==> src/hdl/hrs_pkg.sv <==
// ----------------------------------------------------------------------------
// HTTP request scanner package
// Phase codes, token kinds, character constants and the result bundle shared
// by the scanner step logic and the top level.
// ----------------------------------------------------------------------------
package hrs_pkg;

    localparam int LENGTH_WIDTH_DEF = 32;
    localparam int BODY_LEN_W       = 32;

    localparam logic [7:0] CH_CR    = 8'd13;
    localparam logic [7:0] CH_LF    = 8'd10;
    localparam logic [7:0] CH_COLON = 8'd58;
    localparam logic [7:0] CH_SP    = 8'd32;
    localparam logic [7:0] CH_TAB   = 8'd9;
    localparam logic [7:0] CH_ZERO  = 8'd48;
    localparam logic [7:0] CH_NINE  = 8'd57;

    localparam logic [3:0] NAME_LEN   = 4'd14;
    localparam logic [3:0] MATCH_FAIL = 4'd15;

    localparam logic [1:0] KIND_REQ   = 2'd0;
    localparam logic [1:0] KIND_NAME  = 2'd1;
    localparam logic [1:0] KIND_VALUE = 2'd2;
    localparam logic [1:0] KIND_BODY  = 2'd3;

    typedef enum logic [3:0] {
        PH_RL         = 4'd0,
        PH_RL_CR      = 4'd1,
        PH_LINE       = 4'd2,
        PH_NAME       = 4'd3,
        PH_SEP_BLANK  = 4'd4,
        PH_SEP_COLON  = 4'd5,
        PH_VALUE      = 4'd6,
        PH_VALUE_REST = 4'd7,
        PH_LINE_CR    = 4'd8,
        PH_END_CR     = 4'd9,
        PH_BODY       = 4'd10
    } t_phase;

    typedef struct packed {
        logic [7:0]            out_byte;
        logic                  byte_valid;
        logic [1:0]            token_kind;
        logic                  token_last;
        logic                  is_length_header;
        logic                  headers_done;
        logic [BODY_LEN_W-1:0] content_len;
        logic                  length_overflow;
        logic                  request_done;
    } t_result;

    // Characters of the Content-Length header name, by match position
    function automatic logic [7:0] name_char(input logic [3:0] idx);
        logic [7:0] ch;
        case (idx)
            4'd0:    ch = 8'h43; // C
            4'd1:    ch = 8'h6f; // o
            4'd2:    ch = 8'h6e; // n
            4'd3:    ch = 8'h74; // t
            4'd4:    ch = 8'h65; // e
            4'd5:    ch = 8'h6e; // n
            4'd6:    ch = 8'h74; // t
            4'd7:    ch = 8'h2d; // -
            4'd8:    ch = 8'h4c; // L
            4'd9:    ch = 8'h65; // e
            4'd10:   ch = 8'h6e; // n
            4'd11:   ch = 8'h67; // g
            4'd12:   ch = 8'h74; // t
            4'd13:   ch = 8'h68; // h
            default: ch = 8'h00;
        endcase
        return ch;
    endfunction

endpackage

==> src/hdl/hrs_step.sv <==
// ----------------------------------------------------------------------------
// HTTP request scanner step
// Next-state and result logic for one byte: resolves separator and CR/LF
// phases, tags token bytes, matches the length header, accumulates digits.
// ----------------------------------------------------------------------------
module hrs_step #(
    parameter int LENGTH_WIDTH = hrs_pkg::LENGTH_WIDTH_DEF
) (
    input  logic [7:0]              i_byte,
    input  hrs_pkg::t_phase         i_phase,
    input  logic [3:0]              i_match,
    input  logic [LENGTH_WIDTH-1:0] i_count,
    input  logic [LENGTH_WIDTH-1:0] i_remain,
    input  logic                    i_ovf,
    input  logic                    i_lflag,
    output hrs_pkg::t_phase         o_phase,
    output logic [3:0]              o_match,
    output logic [LENGTH_WIDTH-1:0] o_count,
    output logic [LENGTH_WIDTH-1:0] o_remain,
    output logic                    o_ovf,
    output logic                    o_lflag,
    output logic                    o_emit,
    output hrs_pkg::t_result        o_result
);

    logic                      blank;
    logic                      eol;
    logic                      digit;
    logic                      go;
    logic                      clr;
    hrs_pkg::t_phase           eff;
    logic [LENGTH_WIDTH+3:0]   prod;
    logic [LENGTH_WIDTH+31:0]  len_ext;

    assign blank = (i_byte == hrs_pkg::CH_SP) || (i_byte == hrs_pkg::CH_TAB);
    assign eol   = (i_byte == hrs_pkg::CH_CR) || (i_byte == hrs_pkg::CH_LF);
    assign digit = (i_byte >= hrs_pkg::CH_ZERO) && (i_byte <= hrs_pkg::CH_NINE);

    // count * 10 + digit; anything above the counter width means saturation
    assign prod = {1'b0, i_count, 3'b000} + {3'b000, i_count, 1'b0}
                + {{(LENGTH_WIDTH){1'b0}}, i_byte[3:0]};

    always_comb begin
        o_phase  = i_phase;
        o_match  = i_match;
        o_count  = i_count;
        o_remain = i_remain;
        o_ovf    = i_ovf;
        o_lflag  = i_lflag;
        o_emit   = 1'b0;
        o_result = '0;
        clr      = 1'b0;
        go       = 1'b1;
        eff      = i_phase;
        len_ext  = '0;

        // separator and line-break phases: drop the byte or hand it on
        case (i_phase)
            hrs_pkg::PH_RL_CR, hrs_pkg::PH_LINE_CR: begin
                o_phase = hrs_pkg::PH_LINE;
                if (i_byte == hrs_pkg::CH_LF) begin
                    go = 1'b0;
                end else begin
                    eff = hrs_pkg::PH_LINE;
                end
            end
            hrs_pkg::PH_END_CR: begin
                o_phase = (i_remain != '0) ? hrs_pkg::PH_BODY : hrs_pkg::PH_RL;
                if (i_byte == hrs_pkg::CH_LF) begin
                    go = 1'b0;
                end else begin
                    eff = o_phase;
                end
            end
            hrs_pkg::PH_SEP_BLANK: begin
                if (blank) begin
                    go = 1'b0;
                end else if (i_byte == hrs_pkg::CH_COLON) begin
                    o_phase = hrs_pkg::PH_SEP_COLON;
                    go      = 1'b0;
                end else begin
                    eff = hrs_pkg::PH_VALUE;
                end
            end
            hrs_pkg::PH_SEP_COLON: begin
                if (blank) begin
                    go = 1'b0;
                end else begin
                    eff = hrs_pkg::PH_VALUE;
                end
            end
            hrs_pkg::PH_RL, hrs_pkg::PH_LINE, hrs_pkg::PH_NAME, hrs_pkg::PH_VALUE,
            hrs_pkg::PH_VALUE_REST, hrs_pkg::PH_BODY: begin
                eff = i_phase;
            end
            default: begin
                eff = hrs_pkg::PH_RL;
            end
        endcase

        // a line that is not blank opens a header name
        if (go && eff == hrs_pkg::PH_LINE && !eol) begin
            o_match = '0;
            o_lflag = 1'b0;
            eff     = hrs_pkg::PH_NAME;
        end

        if (go) begin
            case (eff)
                hrs_pkg::PH_RL: begin
                    o_emit = 1'b1;
                    o_result.token_kind = hrs_pkg::KIND_REQ;
                    if (eol) begin
                        o_phase = (i_byte == hrs_pkg::CH_CR) ? hrs_pkg::PH_RL_CR
                                                             : hrs_pkg::PH_LINE;
                        o_result.token_last = 1'b1;
                    end else begin
                        o_phase = hrs_pkg::PH_RL;
                        o_result.out_byte   = i_byte;
                        o_result.byte_valid = 1'b1;
                    end
                end
                hrs_pkg::PH_LINE: begin
                    // blank line: end of the header block
                    o_emit   = 1'b1;
                    o_remain = i_count;
                    o_result.token_kind   = hrs_pkg::KIND_NAME;
                    o_result.token_last   = 1'b1;
                    o_result.headers_done = 1'b1;
                    o_result.request_done = (i_count == '0);
                    clr = (i_count == '0);
                    if (i_byte == hrs_pkg::CH_CR) begin
                        o_phase = hrs_pkg::PH_END_CR;
                    end else begin
                        o_phase = (i_count == '0) ? hrs_pkg::PH_RL : hrs_pkg::PH_BODY;
                    end
                end
                hrs_pkg::PH_NAME: begin
                    o_emit = 1'b1;
                    o_result.token_kind = hrs_pkg::KIND_NAME;
                    if (i_byte == hrs_pkg::CH_COLON || blank) begin
                        o_lflag = (o_match == hrs_pkg::NAME_LEN);
                        if (o_lflag) begin
                            o_count = '0;
                            o_ovf   = 1'b0;
                        end
                        o_phase = (i_byte == hrs_pkg::CH_COLON) ? hrs_pkg::PH_SEP_COLON
                                                                : hrs_pkg::PH_SEP_BLANK;
                        o_result.token_last       = 1'b1;
                        o_result.is_length_header = o_lflag;
                    end else if (eol) begin
                        o_lflag = 1'b0;
                        o_phase = (i_byte == hrs_pkg::CH_CR) ? hrs_pkg::PH_LINE_CR
                                                             : hrs_pkg::PH_LINE;
                        o_result.token_last = 1'b1;
                    end else begin
                        o_phase = hrs_pkg::PH_NAME;
                        if (o_match < hrs_pkg::NAME_LEN
                            && i_byte == hrs_pkg::name_char(o_match)) begin
                            o_match = o_match + 4'd1;
                        end else begin
                            o_match = hrs_pkg::MATCH_FAIL;
                        end
                        o_result.out_byte   = i_byte;
                        o_result.byte_valid = 1'b1;
                    end
                end
                hrs_pkg::PH_VALUE, hrs_pkg::PH_VALUE_REST: begin
                    o_emit = 1'b1;
                    o_result.token_kind       = hrs_pkg::KIND_VALUE;
                    o_result.is_length_header = i_lflag;
                    if (eol) begin
                        o_phase = (i_byte == hrs_pkg::CH_CR) ? hrs_pkg::PH_LINE_CR
                                                             : hrs_pkg::PH_LINE;
                        o_result.token_last = 1'b1;
                    end else begin
                        o_phase = eff;
                        if (eff == hrs_pkg::PH_VALUE && i_lflag) begin
                            if (digit) begin
                                if (prod[LENGTH_WIDTH+3:LENGTH_WIDTH] != 4'd0) begin
                                    o_count = '1;
                                    o_ovf   = 1'b1;
                                end else begin
                                    o_count = prod[LENGTH_WIDTH-1:0];
                                end
                            end else begin
                                // stop accumulating for the rest of this value
                                o_phase = hrs_pkg::PH_VALUE_REST;
                            end
                        end
                        o_result.out_byte   = i_byte;
                        o_result.byte_valid = 1'b1;
                    end
                end
                hrs_pkg::PH_BODY: begin
                    o_emit = 1'b1;
                    o_result.out_byte   = i_byte;
                    o_result.byte_valid = 1'b1;
                    o_result.token_kind = hrs_pkg::KIND_BODY;
                    if (i_remain <= {{(LENGTH_WIDTH-1){1'b0}}, 1'b1}) begin
                        o_result.token_last   = 1'b1;
                        o_result.request_done = 1'b1;
                        o_phase = hrs_pkg::PH_RL;
                        clr     = 1'b1;
                    end else begin
                        o_phase  = hrs_pkg::PH_BODY;
                        o_remain = i_remain - {{(LENGTH_WIDTH-1){1'b0}}, 1'b1};
                    end
                end
                default: begin
                    o_phase = hrs_pkg::PH_RL;
                end
            endcase
        end

        // report count and overflow as they stand before a request clear
        len_ext = {{(hrs_pkg::BODY_LEN_W){1'b0}}, o_count};
        o_result.content_len     = len_ext[hrs_pkg::BODY_LEN_W-1:0];
        o_result.length_overflow = o_ovf;

        if (clr) begin
            o_count  = '0;
            o_ovf    = 1'b0;
            o_remain = '0;
            o_lflag  = 1'b0;
            o_match  = '0;
        end
    end

endmodule

==> src/hdl/http_request_scanner.sv <==
// ----------------------------------------------------------------------------
// HTTP request scanner
// Tags request-line, header-name, header-value and body bytes, marks token
// ends, decodes Content-Length and counts the body out.
// ----------------------------------------------------------------------------
// Pipeline: the input byte is registered, passes through the step logic, and
//   its result is registered; a full result slot holds the byte in the input
//   register; bytes that only advance the parser give no result.
// Throughput: one byte per cycle unless a result waits on a full slot; the
//   per-byte state update is one pass of the step logic between the two registers.
// Reset: synchronous, active low; parser returns to the request line with
//   length, body count and flags cleared, and both registers empty.
module http_request_scanner #(
    parameter int LENGTH_WIDTH = hrs_pkg::LENGTH_WIDTH_DEF
) (
    input  logic        i_clk,
    input  logic        i_rst_n,
    input  logic        i_valid,
    output logic        o_ready,
    input  logic [7:0]  i_data_byte,
    output logic        o_valid,
    input  logic        i_ready,
    output logic [7:0]  o_out_byte,
    output logic        o_byte_valid,
    output logic [1:0]  o_token_kind,
    output logic        o_token_last,
    output logic        o_is_length_header,
    output logic        o_headers_done,
    output logic [31:0] o_content_len,
    output logic        o_length_overflow,
    output logic        o_request_done
);

    logic                    r_in_valid;
    logic [7:0]              r_in_byte;
    hrs_pkg::t_phase         r_phase;
    logic [3:0]              r_match;
    logic [LENGTH_WIDTH-1:0] r_count;
    logic [LENGTH_WIDTH-1:0] r_remain;
    logic                    r_ovf;
    logic                    r_lflag;
    logic                    r_out_valid;
    hrs_pkg::t_result        r_out;

    hrs_pkg::t_phase         n_phase;
    logic [3:0]              n_match;
    logic [LENGTH_WIDTH-1:0] n_count;
    logic [LENGTH_WIDTH-1:0] n_remain;
    logic                    n_ovf;
    logic                    n_lflag;
    logic                    step_emit;
    hrs_pkg::t_result        step_res;

    logic out_free;
    logic adv;

    hrs_step #(
        .LENGTH_WIDTH(LENGTH_WIDTH)
    ) u_step (
        .i_byte   (r_in_byte),
        .i_phase  (r_phase),
        .i_match  (r_match),
        .i_count  (r_count),
        .i_remain (r_remain),
        .i_ovf    (r_ovf),
        .i_lflag  (r_lflag),
        .o_phase  (n_phase),
        .o_match  (n_match),
        .o_count  (n_count),
        .o_remain (n_remain),
        .o_ovf    (n_ovf),
        .o_lflag  (n_lflag),
        .o_emit   (step_emit),
        .o_result (step_res)
    );

    // the held byte advances unless it has a result and the result slot is full and not being read
    assign out_free = !r_out_valid || i_ready;
    assign adv      = r_in_valid && (!step_emit || out_free);
    assign o_ready  = !r_in_valid || adv;

    always_ff @(posedge i_clk) begin
        if (!i_rst_n) begin
            r_in_valid <= 1'b0;
        end else if (o_ready) begin
            r_in_valid <= i_valid;
        end
    end

    always_ff @(posedge i_clk) begin
        if (o_ready && i_valid) begin
            r_in_byte <= i_data_byte;
        end
    end

    always_ff @(posedge i_clk) begin
        if (!i_rst_n) begin
            r_phase  <= hrs_pkg::PH_RL;
            r_match  <= '0;
            r_count  <= '0;
            r_remain <= '0;
            r_ovf    <= 1'b0;
            r_lflag  <= 1'b0;
        end else if (adv) begin
            r_phase  <= n_phase;
            r_match  <= n_match;
            r_count  <= n_count;
            r_remain <= n_remain;
            r_ovf    <= n_ovf;
            r_lflag  <= n_lflag;
        end
    end

    always_ff @(posedge i_clk) begin
        if (!i_rst_n) begin
            r_out_valid <= 1'b0;
        end else if (adv && step_emit) begin
            r_out_valid <= 1'b1;
        end else if (i_ready) begin
            r_out_valid <= 1'b0;
        end
    end

    always_ff @(posedge i_clk) begin
        if (adv && step_emit) begin
            r_out <= step_res;
        end
    end

    assign o_valid            = r_out_valid;
    assign o_out_byte         = r_out.out_byte;
    assign o_byte_valid       = r_out.byte_valid;
    assign o_token_kind       = r_out.token_kind;
    assign o_token_last       = r_out.token_last;
    assign o_is_length_header = r_out.is_length_header;
    assign o_headers_done     = r_out.headers_done;
    assign o_content_len      = r_out.content_len;
    assign o_length_overflow  = r_out.length_overflow;
    assign o_request_done     = r_out.request_done;

    // body phase is only entered with bytes left to count
    a_body_remain : assert property (@(posedge i_clk) disable iff (!i_rst_n)
        r_phase == hrs_pkg::PH_BODY |-> r_remain != '0)
        else $error("body phase with zero remaining count");

    // a result without a token byte only marks a token end
    a_end_only : assert property (@(posedge i_clk) disable iff (!i_rst_n)
        o_valid && !o_byte_valid |-> o_token_last && o_out_byte == 8'd0)
        else $error("empty result is not a token end");

    // request completion comes with the blank line or the last body byte
    a_req_done : assert property (@(posedge i_clk) disable iff (!i_rst_n)
        o_valid && o_request_done |->
            o_token_last && (o_headers_done || o_token_kind == hrs_pkg::KIND_BODY))
        else $error("request end outside header end or body end");

    // header block end is tagged as a header-name line end
    a_hdr_done : assert property (@(posedge i_clk) disable iff (!i_rst_n)
        o_valid && o_headers_done |->
            o_token_kind == hrs_pkg::KIND_NAME && !o_byte_valid)
        else $error("header block end has wrong tag");

endmodule
==> config.mk <==
export PLATFORM = sky130hd
export DESIGN_NAME = http_request_scanner
export DESIGN_NICKNAME = d
export VERILOG_FILES = /design/src/hdl/hrs_pkg.sv /design/src/hdl/hrs_step.sv /design/src/hdl/http_request_scanner.sv
export SDC_FILE = /design/constraint.sdc
export NUM_CORES = 1
export LEC_CHECK = 0
export BUFFER_PORTS_ARGS = -buffer_cell sky130_fd_sc_hd__buf_4
export CORE_ASPECT_RATIO = 2
export CORE_MARGIN = 5
export CORE_UTILIZATION = 61
export DETAILED_ROUTE_END_ITERATION = 8
export MAX_ROUTING_LAYER = met4
export PLACE_DENSITY = 0.8
export SLEW_MARGIN = 20
export SYNTH_ARGS = -nofsm -noshare
export SYNTH_HDL_FRONTEND = slang
export SYNTH_HIERARCHICAL = 1
export SYNTH_SLANG_ARGS = --single-unit
==> constraint.sdc <==
create_clock -name i_clk -period 12 [get_ports i_clk]
set_input_delay 2.4 -clock i_clk [delete_from_list [all_inputs] [get_ports i_clk]]
set_output_delay 2.4 -clock i_clk [all_outputs]
set_load 0.05 [all_outputs]
==> results.txt, run 1 <==
Yosys printed 6 warnings. The number of flops mapped to enable cells by yosys is 56. The I/O pin total is 62. The critical path startpoint category is an input pin. The number of slew-limit violations in the final report is 0. The number of input and output port buffers inserted came out at 61.

The number of antenna violations at the first check in global routing came out at 1. The type of the worst setup path is in -> out. The sum of routed wire length over all layers is 29.5 mm.

The data arrival time of the critical path is 2950 ps. Clock latency on the worst-skew pair, taken at its later pin, is 430 ps. The path class of the tightest hold or removal check is reg -> reg. The pin slew with the least headroom to its limit is 1150 ps. After detailed routing, the number of vias per cell comes to 6.73.

The proportion of synthesized chip area in sequential cells came out at 30.4%. The flip-flop and latch count after synthesis is 132. Derived from the worst setup path, the maximum achievable clock frequency is 0.187 GHz. The vias after detailed routing came out at 10000. The total nets after synthesis is 1337.

The time the final worst path needs with I/O delays and setup is 5350 ps. The floorplan step set the die height to 196 um. TritonCTS built the clock tree. The data required time at the worst endpoint is 9600 ps. The synthesis-to-layout area growth came out at 9.62%.

The net total in the final layout is 1348. The floorplan step defined a die boundary enclosing 20200 um^2. The number of endpoints failing setup at the final stage came out at 0. The largest fanout on the critical path came out at 4.

The post-layout instance area came out at 11600 um^2. The count of cells resized by post-cts repair is 0. The via count of the first global-routing pass is 9698.

The number of buffers created by CTS is 17. The region available for standard cell placement spans 17100 um^2. The width of the chip is 103 um. The number of distinct library cells after synthesis came out at 91. The flow ran to the end, and the final reports show no timing, DRC or antenna violations. Once the clock tree was built, the setup fixing pass inserted 0 buffers.

The final-layout setup total negative slack came out at 0 ps. Setup repair after global routing left no endpoint under its margin. The starting density of the core is 61.7%.

Clock-pin slew was measured on the worst setup and hold paths at 60 ps. The average detailed-routed wire length per instance came out at 19.8 um. After detailed routing, the number of remaining DRC violations is 0.

The final cycle utilization of the critical path came out at 44.6%. The final weighted congestion in routability-driven placement came out at 0.939. The detailed placement HPWL came out at 19.7 mm. The count of clock tree sinks came out at 132.

Among all flip-flop cells after synthesis, the most frequent one is dfxtp_1. edfxtp_1 takes more of the synthesized area than any other cell. The number of fillers in the final layout is 1344. The mean instance size in the synthesized netlist is 8.41 um^2.

The top-area cell type share of the netlist area came out at 15.9%. The design draws 1.15 mW. The global-route total usage across every layer is 30.1%. The total overflow left after global routing is 0. The maximum ir drop on the vdd rail came out at 83.0 uV. The detail route stage leaves a number of antenna-violating nets equal to 0. The maximum clock path buffer count came out at 2. By area the synthesized netlist is led by edfxtp_1 (16%), dfxtp_1 (14%), ha_1 (8.2%), nand2_1 (7.4%), mux2i_1 (7.1%).

The flop-to-flop setup slack is 6970 ps. The max-capacitance violation count came out at 0. The worst relative slew slack is 23.0%. The H-tree was split into 4 levels. Power spread over the standard cell area amounts to 99.5 nW/um^2.

The pin count of the biggest net entering global routing is 99. The worst setup path is captured at an output port. The number of hold-slack violations in the final timing report is 0.

The area of the mapped netlist is 10500 um^2. The first-pass GRT wire length came out at 47.1 mm. The share of synthesized registers carrying an async set or reset came out at 0%.

Across the routed clock network, the largest skew measured is 10.7 ps. The placed instances occupy a cell area of 10900 um^2. The cell sitting at the root of the clock tree is a clkbuf_16.

Measured on the finished design, the core utilization comes to 67.6%. The instance count of the mapped netlist came out at 1254. The static leakage power came out at 4.72 nW. The floorplan has 68 rows. For this run, the detailed router's first-pass iteration total came to 5. The first-iteration detailed-routing DRC count is 877. The hold-fix buffer count after cts is 0. In the final layout, the share of cells above drive strength 1 is 12.7%.
[per-stage QoR]
| step | std cells | hold WS (ps) | setup slack [ps] |
|---|---|---|---|
| final | 1490 | 465 | 6650 |
| after global routing | 1489 | 504 | 6610 |
| after CTS | 1488 | 468 | 6650 |
| after detailed placement | 1456 | 455 | 6650 |
| after global placement | 1456 | 443 | 6650 |
| after floorplan | 1254 | 435 | 6770 |
[power breakdown]
part           internal, mW  switching [mW]
combinational        0.0228          0.0551
clock                 0.372           0.215
sequential            0.477         0.00727
[worst paths after layout]
| path | startpoint | end | cells past startpoint |
|---|---|---|---|
| worst min-delay path | r_ovf | r_ovf | 2 |
| worst min register to register | r_ovf | r_ovf | 2 |
| worst max register to register | r_in_byte[3] | r_count[21] | 14 |
| worst max-delay path | i_ready | o_ready | 4 |
[layer usage]
metal / vias up / wire length (um) / track usage [%]
li1: 4636 / - / -
met1: 4771 / 11400 / 36.0
met2: 495 / 14600 / 47.4
met3: 121 / 2120 / 4.45
met4: 0 / 1430 / 17.2
met5: - / 0 / -
[registers in the layout, summed over array words and instances (netlist names)]
signal              cells
o_content_len          32
r_count                32
r_remain               32
o_out_byte              8
r_in_byte               8
r_match                 4
r_phase                 4
o_token_kind            2
o_byte_valid            1
o_headers_done          1
o_is_length_header      1
o_length_overflow       1
o_request_done          1
o_token_last            1
o_valid                 1
r_in_valid              1
r_lflag                 1
r_ovf                   1
[synthesized netlist by cell type, types with 8 or more instances]
cell type	number
a211oi_1	17
a21o_1	20
a21oi_1	78
a221o_1	12
a22oi_1	8
a31oi_1	11
and2_1	17
buf_2	27
buf_4	12
clkbuf_1	31
dfxtp_1	76
edfxtp_1	56
ha_1	69
inv_1	20
mux2i_1	75
nand2_1	208
nand2b_1	10
nand3_1	27
nand4_1	10
nor2_1	107
nor2b_1	10
nor3_1	41
nor4_1	21
nor4_2	9
nor4_4	11
o21a_1	8
o21ai_0	79
o21ai_1	9
o21bai_1	11
xnor2_1	14
xor2_1	18
[cell type report]
class                      instances  area, um^2  share of cell area [%]
timing repair buffer              74         556                    4.81
antenna                            2        5.00                  0.0433
clock buffer                      18         429                    3.71
multi-input combinational       1020        6800                    58.9
tap                              210         263                    2.27
sequential                       132        3200                    27.7
clock inverter                    14         225                    1.95
inverter                          20        75.1                   0.649
[critical path, cell delays in order]
cell	delay [ps]
buf_4	120
nor2b_4	160
nand2_1	80
buf_4	190
[cell usage in the layout (no fill, tap or decap), drive strengths merged, types with 12 or more instances in the layout]
master,n
a211oi,19
a21o,20
a21oi,78
a221o,12
and2,17
buf,74
clkbuf,18
dfxtp,76
edfxtp,56
ha,69
inv,24
mux2i,75
nand2,210
nand3,29
nor2,109
nor3,43
nor4,41
o21ai,89
xnor2,14
xor2,18
[kinds of logic (layout without fill, tap and decap cells)]
group / count (synthesis) / count (layout) / share of synthesized area [%]
AO/OA/AOI/OAI: 314 / 314 / 19.6
other: 0 / 2 / 0
flip-flops: 132 / 132 / 30.4
adder cells (fa/ha/maj): 71 / 71 / 8.57
multiplexers: 77 / 77 / 7.33
XOR/XNOR: 32 / 32 / 2.66
buffers and inverters: 102 / 126 / 5.41
AND/OR/NAND/NOR: 526 / 526 / 26.0
(Power assumes the default switching activity.)
==> run 2, diff against run 1 <==
- ABC_AREA: unset -> 1
- clock period: 12 -> 5.14 ns (I/O delays scaled with it)
==> run 2 against run 1 <==
Compared with the run above: clock power grew 110%; utilization fell by 0.19 points; via count up 13%; clock skew up 4.2 ps; non-clock buffer count down 4; flip-flop and latch count unchanged; sequential share of layout area is 0.96 points lower; global-route usage is 2.5 points higher; worst hold slack better by 33 ps; synthesized cell count up 29%; register-to-register slack worse by 6500 ps; highest routed layer unchanged.
==> results.txt, run 2 <==
The most common cell in the synthesized netlist is nand2_1. The flop-to-flop setup slack came out at 480 ps (-6490 ps). The synthesis-to-layout area growth came out at 9.28%. The maximum ir drop on the vdd rail was 182 uV (+120%). The synthesized-area fraction occupied by ao, oa, aoi and oai cells is 17.4% (-2.3 points). The time the final worst path needs with I/O delays and setup came out at 4660 ps. The residual overflow from global routing is 0 (unchanged).

The sum of buffers and inverters on the critical path came out at 2 (unchanged). The worst hold path cell count came out at 0 (-2). The worst register-to-register path ends at r_count[13].

The y dimension of the die came out at 200 um (+1.9%). Among all flip-flop cells after synthesis, the most frequent one is dfxtp_1. The areal power density over the cells came to 310 nW/um^2 (+210%). The static leakage power came out at 5.80 nW (+23%). The post-route DRC violation count was 0 (unchanged). The later-pin clock latency in the skew report is 430 ps (about the same).

Setup repair after global routing left no endpoint under its margin. Of the available clock period, the critical path in the final layout requires 90.7%. The largest delay contributor family on the critical path is simple AND/OR/NAND/NOR gates. The area enclosed by the die boundary came out at 20900 um^2 (+3.7%).

The cell total after placement is 1832 (+26%). The area of the mapped netlist came out at 11000 um^2 (+4.0%). The switching share of power was 38.2% (+14 points). The path class of the tightest hold or removal check is reg -> reg. In this run the most critical hold path is launched from r_in_byte[7].

The final-layout setup total negative slack came to 0 ps (unchanged). The startpoint of the worst-slack reg-to-reg timing path is r_in_byte[3]. The instance count of the mapped netlist is 1618 (+29%). The number of flops mapped to enable cells by yosys came out at 56 (unchanged). The placeable core region came out at 17800 um^2 (+4.0%). The number of distinct library cells after synthesis is 54 (-41%).

The maximum clock path buffer count is 2 (unchanged). The count of cells resized by post-cts repair is 0 (unchanged). The worst relative slew slack came out at 39.4% (+16 points). The simple-gate share of the synthesized area came out at 30.9% (+4.8 points). The area share of xor/xnor cells in the synthesized design is 3.35% (+0.70 points). The share of synthesized registers carrying an async set or reset came out at 0% (unchanged). Leaving out fill and tap cells, the most frequent cell in the layout is nand2_1. The residual antenna-violating net count after detailed routing came out at 0 (unchanged). The delay of the slowest cell on the worst path is 570 ps (+380 ps). The part of the total power dissipated in the clock network is 32.6% (-19 points). The number of input and output port buffers inserted came to 61 (unchanged). The most numerous cell type found on the critical path is nand2_1. The number of buffers created by CTS is 17 (unchanged). TritonCTS built the clock tree. The total inserted antenna cells came to 0 (-2). The register share of total power is 35.0% (-7.1 points). The global-route total usage across every layer is 32.6% (+2.5 points). The run finished with clean final reports. The warning count from the yosys run came to 6 (unchanged).

The number of placement rows came out at 69 (+1.5%). The mean instance size in the synthesized netlist was 6.78 um^2 (-19%). Of all cell types, the one taking the most synthesized area is edfxtp_1. The CTS clock-pin slew for the worst setup and hold paths is 60 ps (about the same). The first-pass GRT wire length is 53.4 mm (+13%). The average detailed-routed wire length per instance came out at 17.9 um (-9.6%). The width of the chip is 105 um (+1.8%). The worst setup skew after layout is 14.9 ps (+4.17 ps). The vias after detailed routing is 11400 (+13%). The starting density of the core is 61.7% (about the same). The final standard cell count with taps included and fillers excluded came to 1864 (+25%). The largest fanout on the critical path was 26 (+22). The number of buffers inserted to repair setup after CTS came to 0 (unchanged). The via-per-instance ratio came out at 6.09 (-9.5%). The synthesized-area fraction occupied by adder cells came out at 8.24% (-0.33 points). The number of levels the H-tree was split into came to 4 (unchanged). Leaving out fill and tap cells, the most frequent cells in the layout are nand2_1 (361), inv_1 (204), nor2_1 (195). In the post-synthesis netlist, the biggest area contributors are edfxtp_1 (15%), dfxtp_1 (14%), nand2_1 (12%), ha_1 (7.9%), inv_1 (7.0%). The final weighted congestion in routability-driven placement came out at 1.00 (+6.5%). Among all stages on the critical path, the largest delay is contributed by fa_1.

The internal power summed over all cells is 2.30 mW (+160%). The element type at the critical path end is a flip-flop. The via count of the first global-routing pass came out at 10900 (+13%). Walking the worst path, the cells encountered are fa_1 > fa_1 > nand3_1 > nand2_1 > nand3_1 > nand2_1 > a21oi_1 > inv_1 > nand2_1 > nand2_1 > nand3_1 > nand2_1 > nand2_1 > nand4_1 > nor2_2 > nand2_2 > o211ai_1 > a21oi_2 > inv_1 > nand3_1 > nand2_1 > nor2_1. The total nets after synthesis came to 1701 (+27%). The proportion of synthesized chip area in sequential cells is 29.2% (-1.2 points).

The net total in the final layout is 1721 (+28%). The sum of routed wire length over all layers was 33.4 mm (+13%). The flip-flop and latch count after synthesis came out at 132 (unchanged). The top-area cell type share of the netlist area came to 15.3% (-0.62 points). The number of slew-limit violations in the final report came out at 0 (unchanged).

The highest clock rate is 0.215 GHz. The data arrival time of the critical path came to 4980 ps (+2030 ps). The number of optimization iterations in the first detailed-route pass came out at 6 (+1). The data required time at the worst endpoint came out at 5460 ps (-4140 ps). The count of clock tree sinks was 132 (unchanged). The hold-fix buffer count after cts is 0 (unchanged). By startpoint and endpoint, the worst setup path is classified as reg -> reg. The first-iteration detailed-routing DRC count came out at 746 (-15%). The pin slew with the least headroom to its limit came out at 909 ps (-246 ps). The number of fillers in the final layout came to 1607 (+20%).

The number of endpoints failing setup at the final stage is 0 (unchanged). The number of cells on the worst reg-to-reg path came out at 22 (+8). The number of antenna violations at the first check in global routing came out at 0 (-1). Sorting the synthesized cells by how often they occur yields nand2_1 (361), inv_1 (205), nor2_1 (195). The net switching component of the power is 1.42 mW (+410%).

The portion of total power attributed to combinational logic is 32.4% (+26 points). The worst hold path terminates at o_out_byte[7]. The tree is rooted in a clkbuf_16.

The number of hold-slack violations in the final timing report came out at 0 (unchanged). The power consumption came out at 3.72 mW (+220%). The max-capacitance violation count is 0 (unchanged). The I/O pin total came out at 62 (unchanged). The detailed placement HPWL is 23.9 mm (+21%). The fraction of layout instances using a drive strength above 1 came out at 10.3% (-2.4 points). STA classifies the critical path startpoint as a flip-flop.

The mux contribution to synthesized area came out at 0% (-7.3 points). The pin count of the biggest net entering global routing is 149 (+51%). The dominant combinational cell family by area after synthesis is simple AND/OR/NAND/NOR gates.
==> run 2: cell count changes in the layout (fill, tap and decap cells not counted), sizes merged, moves of 21 or more <==
cell	change
nand2	+160
o21ai	-42
inv	+195
nand3	+117
a21oi	+89
nor2	+95
nor3	-25
nor4	-21
o211ai	+31
mux2i	-75
==> run 2: worst reg2reg max path, stage by stage (launching register included) <==
cell and delay (ps):
edfxtp_1 510, fa_1 570, fa_1 470, nand3_1 90, nand2_1 120, nand3_1 110, nand2_1 90, a21oi_1 310
inv_1 80, nand2_1 70, nand2_1 120, nand3_1 130, nand2_1 70, nand2_1 70, nand4_1 90, nor2_2 320
nand2_2 460, o211ai_1 480, a21oi_2 90, inv_1 70, nand3_1 70, nand2_1 100, nor2_1 60
==> run 2: area by class of cell <==
type	count	area, um^2	share of cell area (%)
Clock buffer	21	440	3.67
Clock inverter	11	130	1.09
Inverter	217	822	6.86
Multi-Input combinational cell	1200	6570	54.8
Sequential cell	132	3210	26.8
Tap cell	213	267	2.22
Timing Repair Buffer	70	551	4.59
==> run 2: stage by stage <==
step | hold slack, ps | instance area (um^2) | setup WS [ps] | util, %
final | 498 | 12000 | 478 | 67.4
after global routing | 522 | 12000 | 216 | 67.4
after global placement | 482 | 11400 | 679 | 64.2
after CTS | 499 | 12000 | 518 | 67.4
after floorplan | 450 | 11000 | 1170 | -
after detailed placement | 484 | 11400 | 579 | 64.2
==> run 2: how the worst max path moves through the flow <==
stage,from,to,slack [ps],depth (start not counted)
after floorplan,r_remain[0],o_byte_valid,1170,20
after global placement,r_in_byte[3],r_count[15],680,22
after detailed placement,r_in_byte[3],r_count[15],580,22
after CTS,r_in_byte[3],r_count[15],520,22
after global routing,r_in_byte[3],r_count[13],220,22
final,r_in_byte[3],r_count[13],480,22
==> run 2: layer usage <==
layer | GRT usage [%] | vias up | wire length (um)
met4 | 20.2 | 0 | 2020
li1 | - | 5445 | -
met3 | 4.27 | 162 | 2230
met2 | 56.3 | 538 | 17000
met1 | 35.0 | 5208 | 12100
met5 | - | - | 0
==> run 2: power by group through the flow <==
stage | combinational [mW] | clock (mW) | sequential, mW
final | 1.20 | 1.21 | 1.30
after global routing | 1.32 | 1.28 | 1.32
after CTS | 1.18 | 1.23 | 1.30
after detailed placement | 1.17 | 0 | 1.32
after global placement | 1.16 | 0 | 1.32
after floorplan | 0.789 | 0 | 1.40
==> run 2: logic make-up after synthesis <==
kind of cell	count (synthesis)
xor gates and xnor gates	42
adders and majority gates	71
and+or+nand+nor	783
AOI/OAI and AO/OA	304
DFF	132
buffers and inverters	286
==> run 3, diff against run 2 <==
- CTS_BUF_LIST: unset -> sky130_fd_sc_hd__clkbuf_2
==> run 3 against run 2 <==
Compared with the run above: largest power group unchanged; clock skew up 59 ps; cell area down 2.7%; largest cell class unchanged; first-iteration DRC count up 12%; worst hold slack worse by 74 ps; global-route usage down 0.21 points; fmax down 2.8%; wire length down 1.0%; flip-flop and latch count unchanged; sequential share of layout area up 0.75 points; clock power down 44%.
==> results.txt, run 3 (synthesis gave the netlist of run 2 again) <==
The run finished with clean final reports. The I/O pin total came out at 62 (unchanged). Among cell families on the critical path, the largest total delay comes from simple AND/OR/NAND/NOR gates.

The vias after detailed routing came out at 11300 (-0.73%). The width of the chip came to 105 um (unchanged). The global-route total usage across every layer came out at 32.3% (-0.21 points). The number of slew-limit violations in the final report came out at 0 (unchanged). The area growth from synthesis to layout is 6.31%. The final-layout setup total negative slack is 0 ps (unchanged).

The areal power density over the cells is 272 nW/um^2 (-12%). The fraction of layout instances using a drive strength above 1 is 10.6% (+0.30 points). The maximum clock path buffer count came out at 2 (unchanged).

The element type at the critical path end is an output port. The time the final worst path needs with I/O delays and setup is 4800 ps (+134 ps). The via count of the first global-routing pass was 10800 (-1.1%).

The number of antenna violations at the first check in global routing came out at 1 (+1). The maximum ir drop on the vdd rail came to 167 uV (-8.4%). The sum of buffers and inverters on the critical path came out at 5 (+3).

The end-of-flow core utilization came out at 65.6% (-1.8 points). The clock tree from TritonCTS is done. The worst setup slack after placement came out at 579 ps (unchanged). Traced cell by cell, the critical path runs through inv_1 > ha_1 > nand2_1 > nor2_4 > nand2_2 > o21ai_4 > nand3b_1 > nand2_1 > nand2_2 > nand2_4 > nand3_4 > inv_4 > nand3_1 > inv_1 > nor2_1 > inv_1 > nand4_1 > buf_4.

The worst hold path class is in -> reg. The worst relative slew slack came out at 38.8% (-0.57 points). The first-pass GRT wire length was 53.1 mm (-0.58%).

The net total in the final layout came out at 1721 (unchanged). The number of buffers inserted to repair setup after CTS came to 0 (unchanged). The number of buffers created by CTS came out at 17 (unchanged). The number of placement rows came out at 69 (unchanged). The static leakage power came out at 5.67 nW (-2.2%). The slowest stage of the critical path is the dfxtp_1 cell. The number of hold-slack violations in the final timing report was 0 (unchanged). The delay of the slowest cell on the worst path is 400 ps (-170 ps). The number of optimization iterations in the first detailed-route pass is 6 (unchanged).

The area enclosed by the die boundary came out at 20900 um^2 (unchanged). The count of clock tree sinks came to 132 (unchanged). The data required time at the worst endpoint came out at 4110 ps (-1350 ps). The residual overflow from global routing came to 0 (unchanged).

The pin count of the biggest net entering global routing is 149 (unchanged). The final standard cell count with taps included and fillers excluded is 1865 (+0.054%). The number of levels the H-tree was split into is 4 (unchanged).

The cell repeated most along the worst path is inv_1. The via-per-instance ratio came out at 6.04 (-0.78%). The detailed placement HPWL came out at 23.9 mm (unchanged). The cell total after placement came out at 1832 (unchanged). The power consumption came to 3.17 mW (-15%). The commonest non-fill, non-tap cell in the layout is nand2_1. The number of input and output port buffers inserted is 61 (unchanged). CTS placed an instance of clkbuf_2 at the clock tree root. The first-iteration detailed-routing DRC count came out at 833 (+12%).

The max-capacitance violation count is 0 (unchanged). The post-route DRC violation count came out at 0 (unchanged). The starting density of the core was 61.7% (unchanged). The final weighted congestion in routability-driven placement came out at 1.00 (unchanged). The later-pin clock latency in the skew report came out at 790 ps (+360 ps). The number of endpoints failing setup at the final stage is 0 (unchanged). The number of fillers in the final layout is 1650 (+2.7%). The worst setup path is launched from a flip-flop. The standard cell area after detailed placement came out at 11400 um^2 (unchanged). Setup repair after global routing left no endpoint under its margin. The post-layout instance area was 11700 um^2 (-2.7%). The largest fanout on the critical path came to 14 (-46%). The CTS clock-pin slew for the worst setup and hold paths came out at 230 ps (+170 ps).

The highest clock rate is 0.209 GHz (-2.8%). The pin slew with the least headroom to its limit is 918 ps (+8.49 ps). The y dimension of the die came out at 200 um (unchanged). The sum of routed wire length over all layers came out at 33.0 mm (-1.0%). The type of the worst setup path is reg -> out. The final cycle utilization of the critical path came out at 93.3% (+2.6 points). The worst slack on hold paths came out at 424 ps (-74.3 ps). The worst setup skew after layout was 73.6 ps (+58.7 ps). The average detailed-routed wire length per instance came to 17.7 um (-1.1%).

The residual antenna-violating net count after detailed routing is 0 (unchanged). The data arrival time of the critical path is 3770 ps (-1210 ps). The setup slack of the critical path after layout came out at 344 ps (-134 ps).

The top cell types in the final layout, fill and taps aside, are nand2_1 (361), inv_1 (204), nor2_1 (195). The placeable core region came out at 17800 um^2 (unchanged).
[run 3: cell count changes in the layout (fill, tap and decap cells not counted), sizes merged]
cell / before / now
diode: 0 / 1
[run 3: cell type report]
class	count	area, um^2	share of cell area [%]
Inverter	217	822	7.05
Clock buffer	21	105	0.901
Antenna cell	1	2.50	0.0215
Multi-Input combinational cell	1200	6580	56.4
Tap cell	213	267	2.29
Sequential cell	132	3210	27.5
Timing Repair Buffer	70	551	4.72
Clock inverter	11	130	1.12
[run 3: report_power, final]
group	internal (mW)	total [mW]	switching, mW	leakage [nW]
Sequential	1.20	1.30	0.105	1.17
Combinational	0.384	1.20	0.817	4.36
Clock	0.235	0.672	0.436	0.149
Total	1.82	3.17	1.36	5.67
[run 3: worst paths after layout]
kind         cells after the start            from  slack (ps)             to
max reg2reg                     22    r_in_byte[3]         440    r_count[15]
min reg2reg                      0    r_in_byte[7]         530  o_out_byte[7]
min                              1  i_data_byte[5]         420   r_in_byte[5]
max                             18     r_remain[1]         340        o_ready
[run 3: repair_timing]
action                                  CTS  global route
hold buffers                              0             0
endpoints found under the setup margin    0             1
gates resized for setup                   0             1
[run 3: worst reg2reg max path, cell delays in order, from the launching register on]
cell	delay (ps)
edfxtp_1	570
fa_1	580
fa_1	470
nand3_1	90
nand2_1	120
nand3_1	110
nand2_1	90
a21oi_1	300
inv_1	70
nand2_1	60
nand2_1	120
nand3_1	140
nand2_1	70
nand2_1	70
nand4_1	90
nor2_2	310
nand2_2	460
o211ai_1	500
a21oi_2	90
inv_1	70
nand3_1	70
nand2_1	90
nor2_1	40
[run 3: layer usage]
metal / up-vias / GRT usage (%) / routed length (um) / share of wire, %
met5: - / - / 0 / 0
met4: 0 / 18.6 / 1730 / 5.2
met3: 129 / 4.01 / 1890 / 5.7
met2: 439 / 56.8 / 17100 / 52
met1: 5250 / 34.8 / 12300 / 37
li1: 5452 / - / - / -
